==> src/mlslu_pkg.sv <==
`timescale 1ns / 1ps
package mlslu_pkg;

  localparam logic [2:0] OP_LB  = 3'd0;
  localparam logic [2:0] OP_LBU = 3'd1;
  localparam logic [2:0] OP_LH  = 3'd2;
  localparam logic [2:0] OP_LHU = 3'd3;
  localparam logic [2:0] OP_LW  = 3'd4;
  localparam logic [2:0] OP_SB  = 3'd5;
  localparam logic [2:0] OP_SH  = 3'd6;
  localparam logic [2:0] OP_SW  = 3'd7;

  localparam logic [2:0] RG_NONE = 3'd0;
  localparam logic [2:0] RG_INST = 3'd1;
  localparam logic [2:0] RG_DATA = 3'd2;
  localparam logic [2:0] RG_GETC = 3'd3;
  localparam logic [2:0] RG_PUTC = 3'd4;

  localparam logic [31:0] INST_START = 32'h1000_0000;
  localparam logic [31:0] DATA_START = 32'h2000_0000;
  localparam logic [31:0] GETC_START = 32'h3000_0000;
  localparam logic [31:0] PUTC_START = 32'h3000_0004;
  localparam logic [31:0] INST_SIZE  = 32'h0100_0000;
  localparam logic [31:0] DATA_SIZE  = 32'h0400_0000;
  localparam logic [31:0] WORD_MASK  = 32'hFFFF_FFFF;
  localparam logic [31:0] HALF_EXT   = 32'hFFFF_0000;

  typedef struct packed {
    logic [2:0]  operation;
    logic [31:0] address;
    logic [31:0] store_data;
    logic [31:0] memory_word;
  } in_req_t;

  typedef struct packed {
    logic [2:0]  region;
    logic [25:0] region_offset;
    logic [31:0] load_value;
    logic [31:0] write_word;
    logic        write_enable;
    logic        fault;
  } out_req_t;

  // Region decode result handed to the lane logic
  typedef struct packed {
    logic [2:0]  region;
    logic [25:0] offset;
  } region_dec_t;

endpackage

==> src/mlslu_decode.sv <==
`timescale 1ns / 1ps
module mlslu_decode
  import mlslu_pkg::*;
(
  input  logic [2:0]  operation,
  input  logic [31:0] address,
  output region_dec_t dec
);

  logic [31:0] al;
  logic        is_store;
  logic        in_inst;
  logic        in_data;
  logic [31:0] inst_off;
  logic [31:0] data_off;

  assign al       = address & (WORD_MASK << 2);
  assign is_store = (operation == OP_SB) || (operation == OP_SH) || (operation == OP_SW);
  assign inst_off = al - INST_START;
  assign data_off = al - DATA_START;
  assign in_inst  = (al >= INST_START) && (inst_off < INST_SIZE);
  assign in_data  = (al >= DATA_START) && (data_off < DATA_SIZE);

  always_comb begin
    dec.region = RG_NONE;
    dec.offset = '0;
    if (is_store) begin
      if (in_data) begin
        dec.region = RG_DATA;
        dec.offset = data_off[25:0];
      end else if (al == PUTC_START) begin
        dec.region = RG_PUTC;
      end
    end else begin
      if (in_inst) begin
        dec.region = RG_INST;
        dec.offset = inst_off[25:0];
      end else if (in_data) begin
        dec.region = RG_DATA;
        dec.offset = data_off[25:0];
      end else if (al == GETC_START) begin
        dec.region = RG_GETC;
      end else if (al == 32'd0) begin
        dec.region = RG_INST;
      end
    end
  end

endmodule

==> src/mlslu_lane.sv <==
`timescale 1ns / 1ps
module mlslu_lane
  import mlslu_pkg::*;
(
  input  in_req_t     req,
  input  region_dec_t dec,
  output out_req_t    res
);

  logic [1:0]  lane;
  logic [4:0]  be_sh;   // big-endian lane shift
  logic [4:0]  le_sh;   // little-endian lane shift
  logic [7:0]  ld_byte;
  logic [15:0] ld_half;
  logic [7:0]  st_byte;
  logic [15:0] st_half;
  logic        bad;

  assign lane    = req.address[1:0];
  assign be_sh   = {~lane, 3'b000};
  assign le_sh   = {lane, 3'b000};
  assign ld_byte = 8'(req.memory_word >> be_sh);
  assign ld_half = lane[1] ? req.memory_word[15:0] : req.memory_word[31:16];
  assign st_byte = req.store_data[7:0];
  assign st_half = req.store_data[15:0];
  assign bad     = (dec.region == RG_NONE);

  always_comb begin
    res.region        = dec.region;
    res.region_offset = dec.offset;
    res.load_value    = '0;
    res.write_word    = '0;
    res.write_enable  = 1'b0;
    res.fault         = bad;
    if (!bad) begin
      unique case (req.operation)
        OP_LB:  res.load_value = {{24{ld_byte[7]}}, ld_byte};
        OP_LBU: res.load_value = {24'd0, ld_byte};
        OP_LH, OP_LHU: begin
          if (lane[0]) begin
            res.fault = 1'b1;
          end else if (req.operation == OP_LH) begin
            res.load_value = {{16{ld_half[15]}}, ld_half};
          end else begin
            res.load_value = {16'd0, ld_half};
          end
        end
        OP_LW: begin
          if (lane != 2'd0) res.fault = 1'b1;
          else res.load_value = req.memory_word;
        end
        OP_SB: begin
          res.write_enable = 1'b1;
          if (dec.region == RG_PUTC) begin
            res.write_word = {24'd0, st_byte} << le_sh;
          end else begin
            res.write_word = (req.memory_word & ~(32'h0000_00FF << be_sh))
                           | ({24'd0, st_byte} << be_sh);
          end
        end
        OP_SH: begin
          if (lane[0]) begin
            res.fault = 1'b1;
          end else begin
            res.write_enable = 1'b1;
            if (dec.region == RG_PUTC) begin
              res.write_word = {16'd0, st_half} << le_sh;
            end else if (!lane[1]) begin
              res.write_word = {st_half, req.memory_word[15:0]};
            end else begin
              res.write_word = (req.memory_word & HALF_EXT) | {16'd0, st_half};
            end
          end
        end
        OP_SW: begin
          if (lane != 2'd0) begin
            res.fault = 1'b1;
          end else begin
            res.write_enable = 1'b1;
            res.write_word   = req.store_data;
          end
        end
        default: res.fault = 1'b1;
      endcase
    end
  end

endmodule

==> src/mips_load_store_lane_unit.sv <==
`timescale 1ns / 1ps
// An accepted request is held in the input register, and its result then in the
// result register that drives out_valid. Throughput: one request per cycle while
// out_ready holds high; the input register and the result register each hold one
// request, and decode plus lane logic sit between them. Reset: synchronous, active
// low rst_n clears both valid flags; payload registers are not reset.
module mips_load_store_lane_unit
  import mlslu_pkg::*;
(
  input  logic     clk,
  input  logic     rst_n,
  input  logic     in_valid,
  output logic     in_ready,
  input  in_req_t  in_data,
  output logic     out_valid,
  input  logic     out_ready,
  output out_req_t out_data
);

  // Input stage: holds the request while decode and lane logic work on it
  logic        s1_valid_r, s1_valid_nxt;
  in_req_t     s1_data_r;
  // Result stage: holds a finished result until the consumer takes it
  logic        out_valid_r, out_valid_nxt;
  out_req_t    out_data_r;

  region_dec_t dec;
  out_req_t    res;
  logic        out_free;
  logic        s1_free;

  mlslu_decode u_decode (
    .operation (s1_data_r.operation),
    .address   (s1_data_r.address),
    .dec       (dec)
  );

  mlslu_lane u_lane (
    .req (s1_data_r),
    .dec (dec),
    .res (res)
  );

  // Result register can load when empty or when its result leaves this cycle
  assign out_free = !out_valid_r || out_ready;
  // Input register can load when empty or when its request moves to the result stage
  assign s1_free  = !s1_valid_r || out_free;
  assign in_ready = s1_free;

  assign out_valid = out_valid_r;
  assign out_data  = out_data_r;

  always_comb begin
    s1_valid_nxt  = s1_free ? in_valid : s1_valid_r;
    out_valid_nxt = out_free ? s1_valid_r : out_valid_r;
  end

  always_ff @(posedge clk) begin
    if (!rst_n) begin
      s1_valid_r  <= 1'b0;
      out_valid_r <= 1'b0;
    end else begin
      s1_valid_r  <= s1_valid_nxt;
      out_valid_r <= out_valid_nxt;
    end
  end

  // Advance payloads; hold them while the stage downstream is full
  always_ff @(posedge clk) begin
    if (s1_free && in_valid) s1_data_r <= in_data;
    if (out_free && s1_valid_r) out_data_r <= res;
  end

  a_reset_clears: assert property (@(posedge clk)
    !rst_n |=> !out_valid_r && !s1_valid_r)
    else $error("valid flags not cleared by reset");

  a_accept_fills: assert property (@(posedge clk) disable iff (!rst_n)
    (in_valid && in_ready) |=> s1_valid_r)
    else $error("accepted request lost in input stage");

  a_fault_quiet: assert property (@(posedge clk) disable iff (!rst_n)
    (out_valid_r && out_data_r.fault) |->
      (!out_data_r.write_enable && out_data_r.load_value == 32'd0))
    else $error("faulted request produced data or a write");

  a_none_faults: assert property (@(posedge clk) disable iff (!rst_n)
    (out_valid_r && out_data_r.region == RG_NONE) |->
      (out_data_r.fault && out_data_r.region_offset == 26'd0))
    else $error("bad region without fault");

  a_no_write_idle: assert property (@(posedge clk) disable iff (!rst_n)
    (out_valid_r && !out_data_r.write_enable) |-> out_data_r.write_word == 32'd0)
    else $error("write word set without write enable");

endmodule

==> config.mk <==
export PLATFORM = sky130hd
export DESIGN_NAME = mips_load_store_lane_unit
export DESIGN_NICKNAME = d
export VERILOG_FILES = /design/src/mlslu_pkg.sv /design/src/mlslu_decode.sv /design/src/mlslu_lane.sv /design/src/mips_load_store_lane_unit.sv
export SDC_FILE = /design/constraint.sdc
export NUM_CORES = 1
export LEC_CHECK = 0
export ABC_AREA = 1
export ABC_CLOCK_PERIOD_IN_PS = 13500
export BUFFER_PORTS_ARGS = -buffer_cell sky130_fd_sc_hd__buf_2
export CAP_MARGIN = 40
export CORE_AREA = 2 2 184 186
export DETAILED_ROUTE_END_ITERATION = 8
export DIE_AREA = 0 0 186 188
export RECOVER_POWER = 25
export SLEW_MARGIN = 15
export SYNTH_ARGS = -nofsm -noshare
export SYNTH_HDL_FRONTEND = slang
export SYNTH_SLANG_ARGS = --single-unit
==> constraint.sdc <==
create_clock -name clk -period 13.5 [get_ports clk]
set_input_delay 1.35 -clock clk [delete_from_list [all_inputs] [get_ports clk]]
set_output_delay 1.35 -clock clk [all_outputs]
set_load 0.01 [all_outputs]
**Word-level counts from Yosys, hierarchy flattened**

Cells that the tools add are included.
W data, S select, Z words.

- Register bits: 196
- Bits of input ports: 103
- Output and inout bits: 97
- Logic and storage cells: 77

- $add $sub $neg: 2
- Order comparisons: 4
- Equal/unequal tests: 10
- Shift-type cells: 5
- Multiplexer cells: 22
- Bitwise operators: 5
- Reduce and logical (&&, ||, !) cells: 17

Operator list:

| cell | count |
|---|---|
| $mux W32 | 6 |
| $pmux W32 S4 | 1 |
| $pmux W33 S3 | 1 |
| $mux W33 | 2 |
| $shl A8 B5 Y32 | 2 |
| $eq A30 B28 Y1 const B | 2 |
| $mux W29 | 2 |
| $and A32 B32 Y32 | 1 |
| $ge A32 B29 Y1 const B | 1 |
| $ge A32 B30 Y1 const B | 1 |
| $logic_not A32 Y1 | 1 |
| $lt A32 B25 Y1 const B | 1 |
| $lt A32 B27 Y1 const B | 1 |
| $not A32 Y32 | 1 |
| $or A32 B16 Y32 | 1 |
| $or A32 B32 Y32 | 1 |
| $shl A16 B5 Y32 | 1 |
| $shl A8 B5 Y32 const A | 1 |
| $shr A32 B5 Y8 | 1 |
| $sub A32 B29 Y32 const B | 1 |
| $sub A32 B30 Y32 const B | 1 |
| $mux W26 | 1 |
| $mux W16 | 1 |
| $eq A3 B3 Y1 const B | 5 |
| other kinds (13) | 28 |

**Longest topological paths before layout**

- Word-level depth: 10
- Mapped depth: 12
- Depth with buffers taken out: 12

**Hierarchy**

Synthesis repeated with hierarchy kept, for this count alone.

- Cell total of the unflattened synthesis: 1189
- Area, all modules: 10289.9 um2

Modules (own cells, without submodules):

| module | times used | cells each | area each (um2) | sequential area each (um2) |
|---|---|---|---|---|
| mips_load_store_lane_unit | 1 | 207 | 5920.7 | 5865.6 |
| mlslu_lane | 1 | 866 | 3804.9 | 0.0 |
| mlslu_decode | 1 | 116 | 564.3 | 0.0 |

**Worst setup path after synthesis**

No wires, ideal clock.

- Path kind: input to register
- Start: in out_ready
- End: reg out_data_r (netlist bit out_data[0]), enable pin
- Setup time: 0.575 ns
- Data arrival time: 5.883 ns
- Required time: 12.925 ns
- Path slack: 7.042 ns
- Stages on the path: 2
- Buffers on the path: 0
- Cell sequence: inv_1 a21oi_1

- Longest elaborated chain between the ends: 2

Ends and longest elaborated chain:

| item | RTL line | text |
|---|---|---|
| start: declaration | mips_load_store_lane_unit.sv:16 | `input logic out_ready,` |
| $logic_or A1 B1 Y1 | mips_load_store_lane_unit.sv:45 | `assign out_free = !out_valid_r \|\| out_ready;` |
| $logic_and A1 B1 Y1 | mips_load_store_lane_unit.sv:71 | `if (out_free && s1_valid_r) out_data_r <= res;` |
| end signal: assignment | mips_load_store_lane_unit.sv:71 |  |
| end: declaration | mips_load_store_lane_unit.sv:25 | `out_req_t out_data_r;` |

No other way between the ends.
A chain may end at the register's enable or synchronous reset.

**Worst setup path after layout**

- Start: reg s1_data_r[65] in the netlist's numbering
- End: reg out_data_r (netlist bit out_data[34]) (data pin)

- Longest elaborated chain between the ends: 4
- Elaborated cells between the ends (all ways): 8
- Classes of those cells: 1 x shift; 5 x mux; 1 x bitwise; 1 x reduce/logical

Ends and longest elaborated chain:

| item | RTL line | text |
|---|---|---|
| start: declaration | mips_load_store_lane_unit.sv:22 | `in_req_t s1_data_r;` |
| start signal: assignment | mips_load_store_lane_unit.sv:70 | `if (s1_free && in_valid) s1_data_r <= in_data;` |
| branches (longest 3 deep; another with $shr A32 B5 Y8) | -- |  |
| $pmux W32 S4 (*) | mlslu_lane.sv:36 | `unique case (req.operation)` |

Mark *: on every way between the ends.

==> results.toml <==
[run_status]
outcome = "finished, final reports clean"

[routing]
drc = 0
ant_nets = 0
totalWireLength_um = 31800
dr.pass1.iters = 7
avgViaCountPerCell = 4.81
drtIter0Drc = 956
wl_per_cell_um = 18.1
num_vias = 8466

[cts]
cts_root_buf = "clkbuf_16"
tritoncts = "built"
cts_resized = 0
numCtsBuffers = 17
clk_latency_ns = 0.45
cts_setup_buffers = 0
htree_num_levels = 4
cts_sinks = 194
cts.hold.buffers_added = 0
cts_buffer_depth = 2
path_clk_slew_ns = 0.09

[worst_setup_path]
worstPathCellList = "buf_4, clkinv_1, buf_4, nand2_2, inv_1, nand3_1, o22ai_1, a21oi_1, nor2_1"
end_kind = "flop"
crit_family = "buffers and inverters"
worstSetupPathType = "reg -> reg"
critPathRequiredTime_ns = 13.70
cp_data_arrival_time_ns = 3.95
rr_endpoint = "out_data[34]"
critPathMaxFanout = 58
setup.worst_path.start = "s1_data_r[65]"
crit_path_max_incr_delay_ns = 0.68
reg2reg_slack_ns = 9.74
r2r-start = "s1_data_r[65]"
crit_path_frequent_cell = "buf_4"
reg2reg_depth = 9
critPathBufInv = 4
slowest_stage = "nand2_2"
start_kind = "flop"

[die]
die_area_um2 = 35000
pin_count = 200
start_util_pct = 29.5
row_count = 67
die_h_um = 188
core_area_um2 = 33100
die_width_um = 186

[synthesis]
ys_warn_count = 0
synth_edf_count = 192
synth.area.top_cells = "edfxtp_1 (59%), nand2_1 (9.7%), nor2_1 (8.2%)"
dominantRegCellSynth = "edfxtp_1"
synth_largest_area_cell = "edfxtp_1"
synth_area_um2 = 9780
synth.avg_cell_area_um2 = 8.77
ys_seq_area_share_pct = 59.4
ys_top_cells_by_count = "nand2_1 (252), nor2_1 (214), edfxtp_1 (192)"
synth_cells = 1116
async_flop_share_pct = 0
yosysTopAreaCellShare_pct = 58.9
synth.distinct_cells = 32
yosysMostFrequentCell = "nand2_1"
ys_ff_latch = 194

[timing]
fin_crit_sh_pct = 27.8
fmax_ghz = 0.266
worst_pin_slew_ns = 1.37
tns_ns = 0
hold_viol = 0
maxSlewViolCount = 0
rsz0062_at_grt = "false"
relSlewSlack_pct = 8.91
fin_crit_ns = 3.76
setup_viol = 0
fin_skew_ns = 0.0206

[placement]
hpwl_um = 23100
place.gp.congestion = 0.933
portBuffers = 197

[hold_path]
holdPathEnd = "out_valid"
worstHoldStart = "s1_valid_r"
hold_path.class = "reg -> reg"
holdPathStages = 2

[job]
maxCapViolations = 0

[finish]
seq_area_um2 = 5810
num-nets-final = 1401
syn_to_final_growth_pct = 21.3
final_layout_size_suffix_gt1_share_pct = 19.0
fill_cells = 3454
multi_input_area_um2 = 3240

[grt]
grt_first_pass_wirelength_um = 46700
antenna_found_initial = 3
grt_usage_pct = 18.1
grt_pass1_vias = 7988
grt_max_degree = 66
overflow = 0

[pwr]
p_per_area_nw_per_um2 = 114
p_leak_uw = 0.00521
total_power_uw = 1350
vdd_ir_drop_max_v = 0.0000766
==> cells in the final DEF (no fill, tap or decap), types with 2 or more instances in the layout <==
cell | Yosys | layout
diode_2 | 0 | 2
o22ai_1 | 28 | 28
buf_12 | 0 | 2
nor2_4 | 3 | 2
buf_2 | 20 | 191
buf_4 | 3 | 9
inv_1 | 131 | 130
conb_1 | 1 | 2
clkinv_8 | 0 | 3
dfxtp_1 | 2 | 2
nand2_1 | 252 | 252
clkbuf_16 | 0 | 17
ha_1 | 2 | 2
nand2_2 | 2 | 2
o21a_1 | 7 | 7
nor3_1 | 18 | 18
clkinv_4 | 0 | 3
o21ai_0 | 69 | 69
nor2_2 | 1 | 2
o211ai_1 | 2 | 2
buf_8 | 0 | 3
nand3_1 | 90 | 90
a21oi_1 | 31 | 31
a21boi_1 | 6 | 6
edfxtp_1 | 192 | 192
nor2_1 | 214 | 214
inv_6 | 0 | 4
clkbuf_1 | 29 | 9
inv_8 | 0 | 3
nand4_1 | 2 | 2
==> flip-flops by register name (all words and copies together), names as in the netlist <==
signal      count
s1_data_r      99
out_data       93
s1_valid_r      1
out_valid       1
==> per-layer routing <==
| metal | up-vias | share of wire (%) | track usage (%) |
|---|---|---|---|
| met5 | - | 0 | 0 |
| met4 | 0 | 2.9 | 7.12 |
| li1 | 4043 | - | - |
| met1 | 3986 | 43 | 24.3 |
| met2 | 381 | 47 | 28.7 |
| met3 | 56 | 7.1 | 3.26 |
==> where the power goes <==
group	switching, uW	internal [uW]	leakage [uW]
Combinational	92.4	43.1	0.00296
Clock	257	250	0.000287
Sequential	15.7	689	0.00196
==> worst max path at each step <==
stage / cells past startpoint / endpoint
floorplan: 2 / out_data[0]
global placement: 9 / out_data[9]
detailed placement: 9 / out_data[34]
CTS: 9 / out_data[34]
global route: 9 / out_data[34]
finish: 9 / out_data[34]
==> cell type report <==
class	count	share of cell area [%]
inverters	133	4.23
repair buffers	214	9.83
diodes	2	0.0422
multi-input cells	736	27.3
well taps	448	4.72
clock buffers	18	3.62
clock inverters	14	1.35
flip-flops and latches	194	48.9
==> metrics by stage <==
| stage | util (%) | cell area, um2 | cells | setup slack, ns | hold slack [ns] |
|---|---|---|---|---|---|
| floorplan | - | 9790 | 1117 | 7.04 | 0.447 |
| global placement | 33.8 | 11200 | 1717 | 9.84 | 0.509 |
| detailed placement | 34.1 | 11300 | 1724 | 9.84 | 0.516 |
| CTS | 35.9 | 11900 | 1756 | 9.81 | 0.530 |
| global route | 35.8 | 11900 | 1759 | 9.44 | 0.517 |
| finish | 35.8 | 11900 | 1759 | 9.74 | 0.476 |
==> worst register-to-register path, cell delays in order, from the launching register on <==
cell	delay [ns]
edfxtp_1	0.34
buf_4	0.45
clkinv_1	0.59
buf_4	0.39
nand2_2	0.68
inv_1	0.18
nand3_1	0.46
o22ai_1	0.17
a21oi_1	0.16
nor2_1	0.07
==> cell families (layout without fill, tap and decap cells) <==
family	after synthesis	in the layout	share of synthesized area, %
simple gates	584	584	24.2
flops	194	194	59.4
buf+inv	187	379	7.55
compound gates	148	148	8.57
fa+ha+maj	2	2	0.256
other cells	1	4	0.0383
Power figures use the tool's default switching activity.
